--- src/lurl_pkg.sv ---
// shared types, constants and helpers for the longest unique run length block
package lurl_pkg;

    // position counter width and table depth
    localparam int POS_BITS      = 16;
    localparam int ALPHABET_SIZE = 256;
    localparam int IDX_W         = (ALPHABET_SIZE > 1) ? $clog2(ALPHABET_SIZE) : 1;
    localparam int BYTE_W        = 8;
    localparam int LEN_W         = 16;

    // result length limit on the output port
    localparam int OUT_MAX       = 65535;

    // one classified request as it travels from front to back
    typedef struct packed {
        logic [IDX_W-1:0] idx;
        logic             present;
        logic             eos;
    } t_item;

    // bytes beyond the alphabet share the top table entry
    function automatic logic [IDX_W-1:0] to_index(input logic [BYTE_W-1:0] v);
        if ({1'b0, v} >= (BYTE_W + 1)'(ALPHABET_SIZE)) begin
            return IDX_W'(ALPHABET_SIZE - 1);
        end else begin
            return v[IDX_W-1:0];
        end
    endfunction

endpackage

--- src/lurl_front.sv ---
// input side: takes requests, classifies them and queues them for the back end
module lurl_front (
    input  logic            i_clk,
    input  logic            i_rst_n,
    input  logic            i_valid,
    output logic            o_stall,
    input  logic [7:0]      i_byte_value,
    input  logic            i_byte_present,
    input  logic            i_end_of_string,
    output logic            o_head_valid,
    output lurl_pkg::t_item o_head,
    input  logic            i_pop
);
    import lurl_pkg::*;

    // depth is a power of two so the pointers wrap on their own
    localparam int QD = 2;
    localparam int QW = $clog2(QD);

    t_item           r_q [QD];
    logic [QW-1:0]   r_wp, n_wp;
    logic [QW-1:0]   r_rp, n_rp;
    logic [QW:0]     r_cnt, n_cnt;
    logic            accept;
    logic            push;
    logic            pop;
    t_item           item;

    assign o_stall      = (r_cnt == (QW + 1)'(QD));
    assign accept       = i_valid && !o_stall;
    // a request with no byte and no end mark changes nothing, so it is dropped
    assign push         = accept && (i_byte_present || i_end_of_string);
    assign o_head_valid = (r_cnt != '0);
    assign o_head       = r_q[r_rp];
    assign pop          = i_pop && o_head_valid;

    always_comb begin
        item.idx     = to_index(i_byte_value);
        item.present = i_byte_present;
        item.eos     = i_end_of_string;
    end

    always_comb begin
        n_wp  = push ? r_wp + QW'(1) : r_wp;
        n_rp  = pop  ? r_rp + QW'(1) : r_rp;
        n_cnt = r_cnt + (QW + 1)'(push) - (QW + 1)'(pop);
    end

    always_ff @(posedge i_clk) begin
        if (!i_rst_n) begin
            r_wp  <= '0;
            r_rp  <= '0;
            r_cnt <= '0;
        end else begin
            r_wp  <= n_wp;
            r_rp  <= n_rp;
            r_cnt <= n_cnt;
        end
    end

    always_ff @(posedge i_clk) begin
        if (push) begin
            r_q[r_wp] <= item;
        end
    end

endmodule

--- config.mk ---
export PLATFORM = sky130hd
export DESIGN_NAME = lurl_front
export DESIGN_NICKNAME = d
export VERILOG_FILES = /design/src/lurl_pkg.sv /design/src/lurl_front.sv
export SDC_FILE = /design/constraint.sdc
export NUM_CORES = 1
export LEC_CHECK = 0
export BUFFER_PORTS_ARGS = -buffer_cell sky130_fd_sc_hd__buf_4
export CORE_ASPECT_RATIO = 1.25
export CORE_UTILIZATION = 53
export CTS_BUF_LIST = sky130_fd_sc_hd__clkbuf_4
export CTS_CLUSTER_SIZE = 8
export DETAILED_ROUTE_END_ITERATION = 8
export PLACE_DENSITY_LB_ADDON = 0.05
export SKIP_LAST_GASP = 1
export SYNTH_ARGS = -nofsm -noshare
export SYNTH_HDL_FRONTEND = slang
export SYNTH_SLANG_ARGS = --single-unit
--- constraint.sdc ---
create_clock -name i_clk -period 2.1 [get_ports i_clk]
set_input_delay 0.315 -clock i_clk [delete_from_list [all_inputs] [get_ports i_clk]]
set_output_delay 0.315 -clock i_clk [all_outputs]
set_load 0.01 [all_outputs]
## After elaboration in Yosys (flattened, before gate mapping)

Memories as Yosys holds them, arrays and structs flattened. A register that Yosys moved wholly into a read port is not among the register bits.
Cells that the tools add are included.

- $add $sub $neg: 4
- Equal/unequal tests: 1
- Multiplexer cells: 4
- Reductions and logical operators: 6

Operators by type and width:

| operator | number |
|---|---|
| 1-bit 2-to-1 mux | 4 |
| 1-bit logical AND | 3 |
| 1-bit adder, second input constant | 2 |
| 2-bit by 1-bit adder with 2-bit output | 1 |
| 2-bit equality test, second input constant | 1 |
| 2-bit nonzero test | 1 |
| 2-bit by 1-bit subtractor with 2-bit output | 1 |
| 1-bit logical NOT | 1 |
| 1-bit logical OR | 1 |

- Register bits after elaboration: 4
- RAM bits: 20
- Input port bits: 14
- Output and inout port bits: 12
- Logic and storage cells: 19
- Memories: 1

Memories:

| memory | depth | bits a word | rd ports | clocked after memory_dff | write ports | RTL line | text |
|---|---|---|---|---|---|---|---|
| r_q | 2 | 10 | 1 | 1 | 1 | lurl_front.sv:20 | `t_item r_q [QD];` |

## Logic depth before layout (Yosys ltp)

- Depth after elaboration: 6
- Depth in mapped cells: 8
- Depth with buffers taken out: 8

## Worst setup path before layout

No wires, ideal clock.

- Path type: reg-to-reg
- Start: reg r_cnt[1]
- End: reg r_cnt[1]
- Library setup time: 0.078 ns
- Arrival: 1.549 ns
- Data required time: 2.022 ns
- Slack: 0.473 ns
- Stages on the path, launching flop included: 9
- Path buffers: 0
- Cell sequence: dfxtp_1 > nor2b_4 > or2_1 > ha_1 > inv_1 > ha_1 > xor2_1 > and2_1 > nor3_1

- Longest elaborated chain between the ends: 6
- Elaborated cells between the ends (all ways): 8
- Classes of those cells: add/sub (2); eq/ne (1); reduce/logical (5)

RTL lines:

| element | RTL line | text |
|---|---|---|
| start: declaration | lurl_front.sv:23 | `logic [QW:0] r_cnt, n_cnt;` |
| start signal: assignment | lurl_front.sv:57 | `r_cnt <= n_cnt;` |
| 2-bit equality test | lurl_front.sv:29 | `assign o_stall = (r_cnt == (QW + 1)'(QD));` |
| net o_stall | lurl_front.sv:6 | `output logic o_stall,` |
| 1-bit logical NOT | lurl_front.sv:30 | `assign accept = i_valid && !o_stall;` |
| 1-bit logical AND | lurl_front.sv:30 |  |
| 1-bit logical AND | lurl_front.sv:32 | `assign push = accept && (i_byte_present \|\| i_end_of_string);` |
| 2-bit by 1-bit adder with 2-bit output | lurl_front.sv:46 | `n_cnt = r_cnt + (QW + 1)'(push) - (QW + 1)'(pop);` |
| 2-bit by 1-bit subtractor with 2-bit output | lurl_front.sv:46 |  |

The timed path passes the listed nets, and every way through them passes these cells.
A chain may end at the register's enable or synchronous reset.

==> impl_metrics.tcl <==
set metrics [dict create \
    area_delta_synth_final_pct 24.9 \
    avgSynthCellArea_sq_um 16.5 \
    grt_pass1_vias 529 \
    crit_slowest_cell "dfxtp_1" \
    hold_path_depth 1 \
    clock_latency_ns 0.31 \
    start_kind "flip-flop" \
    yosysSeqAreaShare_pct 72.0 \
    pwr_density_cell_nw_per_um2 1090 \
    worstPathRequired_ns 1.78 \
    num_antenna_cells 0 \
    cts_setup_buffers 0 \
    clk_pin_slew_ns 0.12 \
    rsz0062_at_grt "false" \
    die_x_um 40.3 \
    synthesis.nets 75 \
    fin_crit_ns 1.75 \
    die-area_sq_um 2010 \
    io_pins 26 \
    cts-htree-levels 1 \
    ctsHoldBuffers 0 \
    period_share_pct 83.3 \
    root_buffer "clkbuf_4" \
    place.detailed.hpwl_mm 1.04 \
    clockBufferDepth 2 \
    crit_fanout 10 \
    leakagePower_nw 0.493 \
    synth-edff-count 20 \
    reg2reg_depth 8 \
    worst_pin_slew_ns 0.435 \
    run_status "finished clean" \
    dieHeight_um 49.9 \
    layout.nets 105 \
    dr.pass1.iters 4 \
    hp-class "input pin to flip-flop" \
    crit_chain "mux2_1 > buf_4" \
    io_buffers 25 \
    ant_nets 0 \
    drtIter0Drc 6 \
    routed_wl_mm 1.37 \
    hold_viol_final 0 \
    syn_area_sq_um 973 \
    globalRouteOverflowTotal 0 \
    synth_compound_area_share_pct 2.83 \
    clock-sinks 25 \
    synth_adder_area_share_pct 2.57 \
    drv_cap 0 \
    cp_data_arrival_time_ns 1.43 \
    fin_tns_setup_ns 0 \
    cts_tree "yes" \
    path_class "flip-flop to primary output" \
    ir_worst_vdd_v 0.000764 \
    synth_top_family_by_area "multiplexers" \
    slew_headroom_pct 71.0 \
    yosys.area_share.simple_pct 7.20 \
    grt_antenna_before_repair 0 \
    max_clock_freq_mhz 572 \
    drc 0 \
    start_util_pct 59.3 \
    cts_made_buffers 3 \
    synth.distinct_cells 19 \
    synth.yosys.warnings 0 \
    async_flop_share_pct 0 \
    fin_skew_ns 0.00428 \
    layout_common_cells "buf_4 (26), edfxtp_1 (20), mux2_1 (10)" \
    endpoint_kind "primary output" \
    grtUsageTotal_pct 16.4 \
    grt_max_degree 14 \
    muxShareOfSynthArea_pct 11.6 \
    synth-xor-area-share_pct 1.80 \
    hold_ws_ns 0.182 \
    mostFrequentLayoutCell "buf_4" \
    synthesis.instances 59 \
    ctsResizeCount 0 \
    core_sq_um 1640 \
    synth-main-ff-cell "edfxtp_1" \
    drive_gt1_share_pct 39.8 \
    drv_slew 0 \
    routed_via_density 5.13 \
    gp_congestion 0.563 \
    grt_pass1_wl_mm 2.21 \
    routed-via-count 544 \
    ys_seq_elements 25 \
    max_stage_delay_ns 0.61 \
    finalSetupViolations 0 \
    routedWlPerCell_um 12.9 \
    rows 16 \
]
[routing by layer]
| layer | global-route usage [%] | up-vias | part of all wire [%] | routed length [um] |
|---|---|---|---|---|
| met1 | 20.2 | 251 | 43 | 587 |
| met4 | 6.67 | 0 | 0 | 0 |
| li1 | - | 273 | - | - |
| met5 | 0 | - | 0 | 0 |
| met2 | 25.7 | 20 | 51 | 696 |
| met3 | 5.41 | 0 | 6.4 | 88 |
[final timing paths]
check / from / to / slack [ns]
max: flip-flop / o_head[1] / 0.35
min reg2reg: r_wp$_SDFFE_PN0P_ / r_wp$_SDFFE_PN0P_ / 0.53
min: i_byte_value[5] / r_q[0][7]$_DFFE_PP_ / 0.18
max reg2reg: r_cnt[1]$_SDFF_PN0_ / r_cnt[1]$_SDFF_PN0_ / 0.36
[layout make-up]
type / instances / area (sq um)
clock buffer: 4 / 30.0
sequential: 25 / 701
inverter: 4 / 15.0
timing repair buffer: 26 / 195
multi-input combinational: 29 / 253
tap: 18 / 22.5
fill: 113 / 425
[stage by stage]
stage / setup slack, ns / total power [mW] / cells / util [%] / instance area [sq um]
final: 0.352 / 1.33 / 106 / 74.1 / 1220
after global routing: 0.207 / 1.41 / 106 / 74.1 / 1220
after CTS: 0.305 / 1.34 / 106 / 74.1 / 1220
after detailed placement: 0.348 / 1.13 / 102 / 72.3 / 1190
after global placement: 0.418 / 1.12 / 102 / 72.3 / 1190
after floorplan: 0.473 / 0.942 / 59 / - / 973
[cell families after synthesis]
logic type                 count (synthesis)
xor gates and xnor gates                   2
buffers and inverters                      5
adders and majority gates                  2
muxes                                     10
AOI/OAI and AO/OA                          4
DFF                                       25
and+or+nand+nor                           11
[power breakdown]
group | switching (mW) | total (mW) | internal (mW)
logic | 0.181 | 0.425 | 0.244
registers | 0.0634 | 0.686 | 0.622
clock network | 0.128 | 0.215 | 0.0870
[critical path, delay by kind of cell (launching register included)]
kind,cells,cell delay [ns]
buffers and inverters,1,0.15
muxes,1,0.37
DFF,1,0.61
[synthesized netlist by cell type (all sizes together), types with 2 or more instances]
cell | instances | area share [%]
edfxtp | 20 | 62
nor2 | 4 | 1.5
ha | 2 | 2.6
or2 | 2 | 1.3
dfxtp | 5 | 10
o21ai | 2 | 1.0
and2 | 2 | 1.3
mux2 | 10 | 12
inv | 4 | 1.5
[sequential cells by signal, indices dropped and copies added, names as in the netlist, named ones only]
signal,cells
r_wp,1
r_rp,1
r_q,20
r_cnt,2
No activity file was read; power rests on OpenSTA's default activity.
