--- src/lurl_pkg.sv ---
// shared types, constants and helpers for the longest unique run length block
package lurl_pkg;

    // position counter width and table depth
    localparam int POS_BITS      = 16;
    localparam int ALPHABET_SIZE = 256;
    localparam int IDX_W         = (ALPHABET_SIZE > 1) ? $clog2(ALPHABET_SIZE) : 1;
    localparam int BYTE_W        = 8;
    localparam int LEN_W         = 16;

    // result length limit on the output port
    localparam int OUT_MAX       = 65535;

    // one classified request as it travels from front to back
    typedef struct packed {
        logic [IDX_W-1:0] idx;
        logic             present;
        logic             eos;
    } t_item;

    // bytes beyond the alphabet share the top table entry
    function automatic logic [IDX_W-1:0] to_index(input logic [BYTE_W-1:0] v);
        if ({1'b0, v} >= (BYTE_W + 1)'(ALPHABET_SIZE)) begin
            return IDX_W'(ALPHABET_SIZE - 1);
        end else begin
            return v[IDX_W-1:0];
        end
    endfunction

endpackage

--- src/lurl_back.sv ---
// execution side: last position table, window tracking and the result register
module lurl_back (
    input  logic            i_clk,
    input  logic            i_rst_n,
    input  logic            i_head_valid,
    input  lurl_pkg::t_item i_head,
    output logic            o_pop,
    output logic            o_valid,
    input  logic            i_stall,
    output logic [15:0]     o_longest_length,
    output logic            o_length_saturated
);
    import lurl_pkg::*;

    localparam int PW1 = POS_BITS + 1;
    localparam int CMP_W = (POS_BITS > LEN_W) ? POS_BITS : LEN_W;
    localparam logic [POS_BITS-1:0] POS_MAX = '1;

    logic [POS_BITS-1:0]      r_last_pos [ALPHABET_SIZE];
    logic [POS_BITS-1:0]      r_rd;
    logic [ALPHABET_SIZE-1:0] r_seen;
    logic                     r_s1_valid;
    t_item                    r_s1;
    logic [POS_BITS-1:0]      r_ws, n_ws;
    logic [POS_BITS-1:0]      r_pos, n_pos;
    logic [POS_BITS-1:0]      r_best, n_best;
    logic                     r_sat, n_sat;
    logic                     r_out_valid;
    logic [LEN_W-1:0]         r_out_len, n_out_len;
    logic                     r_out_sat, n_out_sat;

    logic                     go;
    logic                     fire;
    logic                     wr_en;
    logic                     hit;
    logic [PW1-1:0]           nxt;
    logic [PW1-1:0]           cur;
    logic                     cur_sat;
    logic [POS_BITS-1:0]      cur_c;
    logic [POS_BITS-1:0]      ws_hit;
    logic                     pos_at_max;
    logic [CMP_W-1:0]         best_wide;

    // hold the whole pipe only when a result is due and the slot is blocked
    assign go     = !(r_s1_valid && r_s1.eos && r_out_valid && i_stall);
    assign o_pop  = go && i_head_valid;
    assign fire   = r_s1_valid && go;
    assign wr_en  = fire && r_s1.present;

    always_comb begin
        hit        = r_seen[r_s1.idx] && (r_rd >= r_ws);
        nxt        = {1'b0, r_rd} + PW1'(1);
        ws_hit     = (nxt > {1'b0, r_pos}) ? r_pos : nxt[POS_BITS-1:0];
        n_ws       = hit ? ws_hit : r_ws;
        cur        = {1'b0, r_pos} - {1'b0, n_ws} + PW1'(1);
        cur_sat    = (cur > {1'b0, POS_MAX});
        cur_c      = cur_sat ? POS_MAX : cur[POS_BITS-1:0];
        n_best     = (cur_c > r_best) ? cur_c : r_best;
        pos_at_max = (r_pos == POS_MAX);
        n_pos      = pos_at_max ? r_pos : r_pos + POS_BITS'(1);
        n_sat      = r_sat || cur_sat || pos_at_max;
    end

    // result fields from the state as it stands after this request
    always_comb begin
        best_wide = r_s1.present ? CMP_W'(n_best) : CMP_W'(r_best);
        n_out_sat = r_s1.present ? n_sat : r_sat;
        if (best_wide > CMP_W'(OUT_MAX)) begin
            n_out_len = LEN_W'(OUT_MAX);
            n_out_sat = 1'b1;
        end else begin
            n_out_len = best_wide[LEN_W-1:0];
        end
    end

    // table read with bypass of the write made at the same edge
    always_ff @(posedge i_clk) begin
        if (wr_en) begin
            r_last_pos[r_s1.idx] <= r_pos;
        end
        if (go) begin
            if (wr_en && (r_s1.idx == i_head.idx)) begin
                r_rd <= r_pos;
            end else begin
                r_rd <= r_last_pos[i_head.idx];
            end
        end
    end

    always_ff @(posedge i_clk) begin
        if (!i_rst_n) begin
            r_s1_valid <= 1'b0;
            r_seen     <= '0;
            r_ws       <= '0;
            r_pos      <= '0;
            r_best     <= '0;
            r_sat      <= 1'b0;
        end else begin
            if (go) begin
                r_s1_valid <= o_pop;
            end
            if (fire) begin
                if (r_s1.eos) begin
                    r_seen <= '0;
                    r_ws   <= '0;
                    r_pos  <= '0;
                    r_best <= '0;
                    r_sat  <= 1'b0;
                end else if (r_s1.present) begin
                    r_seen[r_s1.idx] <= 1'b1;
                    r_ws             <= n_ws;
                    r_pos            <= n_pos;
                    r_best           <= n_best;
                    r_sat            <= n_sat;
                end
            end
        end
    end

    always_ff @(posedge i_clk) begin
        if (go) begin
            r_s1 <= i_head;
        end
    end

    always_ff @(posedge i_clk) begin
        if (!i_rst_n) begin
            r_out_valid <= 1'b0;
        end else if (fire && r_s1.eos) begin
            r_out_valid <= 1'b1;
        end else if (!i_stall) begin
            r_out_valid <= 1'b0;
        end
    end

    always_ff @(posedge i_clk) begin
        if (fire && r_s1.eos) begin
            r_out_len <= n_out_len;
            r_out_sat <= n_out_sat;
        end
    end

    assign o_valid            = r_out_valid;
    assign o_longest_length   = r_out_len;
    assign o_length_saturated = r_out_sat;

    a_ws_le_pos: assert property (@(posedge i_clk) disable iff (!i_rst_n)
        r_ws <= r_pos)
        else $error("window start passed the position");

    a_clear_on_end: assert property (@(posedge i_clk) disable iff (!i_rst_n)
        fire && r_s1.eos |=> (r_seen == '0) && (r_pos == '0) && (r_best == '0))
        else $error("string state not cleared after end");

    a_best_grows: assert property (@(posedge i_clk) disable iff (!i_rst_n)
        fire && !r_s1.eos |=> r_best >= $past(r_best))
        else $error("best length went down inside a string");

    a_no_result_lost: assert property (@(posedge i_clk) disable iff (!i_rst_n)
        r_out_valid && i_stall |=> r_out_valid && $stable(r_out_len))
        else $error("pending result overwritten");

endmodule

--- config.mk ---
export PLATFORM = sky130hd
export DESIGN_NAME = lurl_back
export DESIGN_NICKNAME = d
export VERILOG_FILES = /design/src/lurl_pkg.sv /design/src/lurl_back.sv
export SDC_FILE = /design/constraint.sdc
export NUM_CORES = 2
export LEC_CHECK = 0
export BUFFER_PORTS_ARGS = -buffer_cell sky130_fd_sc_hd__clkbuf_2
export CAP_MARGIN = 20
export CORE_ASPECT_RATIO = 1.4
export CORE_MARGIN = 2
export CORE_UTILIZATION = 40
export DETAILED_ROUTE_END_ITERATION = 10
export GPL_TIMING_DRIVEN = 1
export PLACE_DENSITY_LB_ADDON = 0.3
export SLEW_MARGIN = 20
export SYNTH_ARGS = -nofsm -noshare
export SYNTH_HDL_FRONTEND = slang
export SYNTH_SLANG_ARGS = --single-unit
--- constraint.sdc ---
create_clock -name i_clk -period 29.6 [get_ports i_clk]
set_clock_uncertainty 0.15 [all_clocks]
set_input_delay 5.92 -clock i_clk [delete_from_list [all_inputs] [get_ports i_clk]]
set_output_delay 5.92 -clock i_clk [all_outputs]
set_load 0.02 [all_outputs]
* Word level (Yosys, flattened, before mapping) *
Memories as Yosys holds them, arrays and structs flattened. A register that Yosys moved wholly into a read port is not among the register bits.
Cells that the tools add are included.

word-level totals
  memories kept = 1
  bits in registers = 334
  bits in writable memories = 4096
  output and inout bits = 19
  input bits = 14
  bits in latches = 0
  bits in read-only memories = 0

cells by class
  div/mod/pow operators = 0
  add/subtract/negate cells = 4
  $lt $le $gt $ge = 7
  bitwise operators = 1
  equality and inequality tests = 3
  reduce and logical (&&, ||, !) cells = 16
  multiplexer cells = 23
  shifts and indexed selects = 0
  $mul = 0

memory list
  memory      words  bits a word  read ports  clocked after Yosys merged registers in  write ports  line             source
  r_last_pos  256    16           1           1                                        1            lurl_back.sv:19  logic [POS_BITS-1:0] r_last_pos [ALPHABET_SIZE];

operator list
  operator               number
  $mux 256               2
  $or 256x256->256       1
  $mux 16                11
  $add 16x1->17 const B  1
  $add 17x1->17 const B  1
  $gt 17x16->1           1
  $gt 17x16->1 const B   1
  $sub 16x16->17         1
  $add 16x1->16 const B  1
  $eq 16x16->1 const B   1
  $ge 16x16->1           1
  $gt 16x16->1           1
  $gt 16x16->1 const B   1
  $logic_and 1x1->1      9
  $lt 8x9->1 const B     1
  $bmux 1 s8             1
  $demux 1 s8            1
  $ge 8x1->1 const B     1
  $mux 1                 8
  $reduce_and 3->1       1
  $logic_not 1->1        2
  $logic_or 1x1->1       2
  $ne 2x1->1 const B     1
  $ne 2x2->1 const B     1
  other kinds (2)        2

* Depth between registers and ports, before layout *
  depth in word-level cells = 12
  gate-level depth with buffers = 38

* Worst setup path before layout *
Ideal clock, no wire load.

  path kind = in2out
  from = in i_stall
  to = out o_pop
  cell stages on the path = 2
  setup slack = 16.252 ns
  data arrival time = 7.278 ns
  required time = 23.530 ns
  path through = nand4_1 > and2_1

between the ends
  cells in the longest elaborated chain, start to end = 3

RTL lines
  what                line             source
  start: declaration  lurl_back.sv:9   input logic i_stall,
  $logic_and 1x1->1   lurl_back.sv:45  assign go = !(r_s1_valid && r_s1.eos && r_out_valid && i_stall);
  $logic_not 1->1     lurl_back.sv:45
  $logic_and 1x1->1   lurl_back.sv:46  assign o_pop = go && i_head_valid;
  end: declaration    lurl_back.sv:7   output logic o_pop,

No other way between the ends.

==> results.yml <==
worst_setup_path:
  r2r-end: "o_longest_length[14]$_DFFE_PP_"
  cp_slowest_cell: "buf_4"
  cp_data_required_time_ns: 30.13
  critPathTopFamily: "buffers and inverters"
  crit_buf_inv: 7
  worstSetupPathDepth: 14
  crit_chain: "buf_12 > buf_4 > buf_4 > buf_4 > buf_4 > buf_12 > buf_4 > mux4_2 > a22o_1 > nor3_1 > a31oi_1 > mux4_2 > o22ai_1 > nor2_1"
  crit_end: "r_rd[14]$_DFFE_PN_"
  worstSetupStartpoint: "i_head[2]"
  crit_type: "in -> reg"
  end_kind: "flop"
  crit_fanout: 102
  startpoint_type: "input port"
  r2r-start: "r_rd[4]$_DFFE_PN_"
  reg2reg_slack_ns: 19.55
  ff2ff_path_depth: 32
  cp.arrival_ns: 13.72
  max_stage_delay_ns: 0.84
  crit_top_cell: "buf_4"
worst_hold_path:
  hold_class: "reg -> reg"
global_route:
  grt_pass1_vias: 88300
  grt_usage: 0.208
  grt_max_degree: 202
  antenna_found_initial: 21
  grt-ovfl-total: 0
  grt_first_pass_wirelength_mm: 649
placement:
  dp_hpwl_mm: 267
  dp.cells: 14000
  postPlaceCellArea_sq_um: 180000
  io_buffers: 32
  gp_congestion: 0.829
yosys:
  synth.avg_cell_area_sq_um: 20.5
  synthTopCellsByArea: "edfxtp_1, mux4_2, dfxtp_1, a22o_1, nor2_1"
  netlist_instances: 8375
  yosysTopAreaCell: "edfxtp_1"
  synth_edf_count: 4139
  ys_ff_latch: 4446
  synth_fp_nets: 8471
  dominantRegCellSynth: "edfxtp_1"
  netlist.area_leader.share: 0.723
  ys_seq_area_frac: 0.759
  yosysMostFrequentCell: "edfxtp_1"
  syn_area_sq_um: 172000
  synthTopCellsByCount: "edfxtp_1, mux4_2, nor2_1, clkbuf_1, a22o_1"
  yosysWarnings: 0
  yosys.cell_types.count: 68
  synthArstFlopShare: 0
layout:
  finalNonFillerCells: 14700
  layout-drive-gt1-share: 0.250
  final_area_sq_um: 193000
  syn_to_final_growth_pct: 12.5
  num-nets-final: 8793
timing:
  setup_viol_count_final: 0
  fin_crit_sh: 0.446
  grt_setup_unrepaired: "false"
  fin_crit_ns: 13.19
  worstMarginPinSlew_ns: 1.30
  finalSetupTns_ns: 0
  hold_viol_final: 0
  slew_headroom: 0.135
  slew_violations: 0
  fmax_mhz: 75.8
floorplanning:
  fp.coreArea_sq_um: 427000
  fp-row-count: 284
  initial_utilization: 0.402
  fp.dieW_microns: 558
  die_area_sq_um: 435000
  die_h_microns: 780
  pin_count: 33
routing:
  viasPerCell: 5.83
  drt_wl_total_mm: 457
  drc: 0
  first_iter_violations: 9639
  drt_first_pass_iters: 6
  wire_per_inst_microns: 31.0
  via_count: 86000
  ant_nets: 0
clock_tree:
  cts_buffer_depth: 4
  htreeDepth: 5
  clock-sinks: 4446
  cts_setup_buffers: 0
  cts_tree: "done"
  numCtsBuffers: 398
  root_buffer: "clkbuf_16"
  cts.clk_slew.worst_paths_ns: 0.07
  cts_hold_buf: 0
  clk_latency_ns: 0.95
  post_cts_resized: 0
status:
  status: "finished, final reports clean"
pwr:
  power_density_nw_per_um2: 64.7
  peakVddDrop_mv: 0.0483
  power.leakage_uw: 0.0538
job:
  cap_violations: 0
==> metrics by stage <==
step                      utilization  power, uW  worst slack, ns  hold WS (ns)
after floorplan                     -       7290            16.25         0.278
after global placement          0.422       7500            15.06         0.289
after detailed placement        0.422       7510            15.09         0.300
after CTS                       0.452      12600            16.09         0.316
after global routing            0.452      12800            15.66         0.338
final                           0.452      12500            16.41         0.312
==> flip-flops by register name (all words and copies together), names as in the netlist <==
signal and flops:
r_last_pos 4096, r_seen 256, o_longest_length 16, r_best 16, r_pos 16, r_rd 16, r_ws 16, r_s1 10
o_length_saturated 1, o_valid 1, r_s1_valid 1, r_sat 1
==> tightest hold or removal path, cell delays in order (launching register included) <==
cell     delay, ns
dfxtp_1       0.32
a21oi_1       0.04
nor2_1        0.06
==> per-layer routing <==
metal / routed length [microns] / track usage / part of all wire / vias up
met5: 0 / 0 / 0 / -
met4: 20700 / 0.0845 / 0.045 / 0
met3: 29900 / 0.0270 / 0.065 / 672
met2: 236000 / 0.363 / 0.52 / 3471
met1: 171000 / 0.261 / 0.37 / 46300
li1: - / - / - / 35500
==> cell families (layout without fill, tap and decap cells) <==
family,Yosys count,after routing,share of synthesized area
xor gates and xnor gates,46,46,0.00234
DFF,4446,4446,0.759
adders and majority gates,82,82,0.00601
buffers and inverters,599,1240,0.0157
muxes,1160,1160,0.149
and+or+nand+nor,891,891,0.0214
other,0,5,0
AOI/OAI and AO/OA,1151,1151,0.0465
==> cell usage in the layout (no fill, tap or decap), drive strengths merged, types with 8 or more instances in the layout <==
cell type,count
o2bb2ai,12
mux2,13
a31oi,68
xor2,11
inv,81
ha,81
mux2i,30
a22oi,137
nor3,77
mux4,1117
dfxtp,307
buf,423
edfxtp,4139
a221oi,67
nand3,27
and3,8
nand4,25
bufinv,39
a21o,15
o22ai,17
clkbuf,513
nor2b,13
o21ai,165
clkinvlp,24
a211oi,9
a22o,341
nor2,626
nand2,89
a21oi,289
clkinv,160
xnor2,35
==> power by group <==
group | internal (uW) | switching (uW) | total, uW
clock | 2850 | 2290 | 5140
combinational | 193 | 365 | 558
sequential | 6780 | 28.6 | 6810
total | 9830 | 2690 | 12500
==> final cells by class <==
type | instances | area [sq um]
well taps | 5720 | 7160
multi-input cells | 3330 | 39100
inverters | 69 | 259
fillers | 35600 | 234000
clock buffers | 484 | 10400
repair buffers | 452 | 3640
diodes | 5 | 12.5
clock inverters | 235 | 2390
flip-flops and latches | 4446 | 130000
==> worst min path at each step <==
| stage | start | to | slack (ns) | cells after the start |
|---|---|---|---|---|
| floorplan | r_sat$_SDFFE_PN0P_ | r_sat$_SDFFE_PN0P_ | 0.28 | 1 |
| global placement | r_seen[62]$_SDFFE_PN0P_ | r_seen[62]$_SDFFE_PN0P_ | 0.29 | 2 |
| detailed placement | r_seen[186]$_SDFFE_PN0P_ | r_seen[186]$_SDFFE_PN0P_ | 0.30 | 2 |
| CTS | r_seen[199]$_SDFFE_PN0P_ | r_seen[199]$_SDFFE_PN0P_ | 0.32 | 2 |
| global route | r_seen[78]$_SDFFE_PN0P_ | r_seen[78]$_SDFFE_PN0P_ | 0.34 | 2 |
| finish | r_seen[186]$_SDFFE_PN0P_ | r_seen[186]$_SDFFE_PN0P_ | 0.31 | 2 |
No activity file was read; power rests on OpenSTA's default activity.
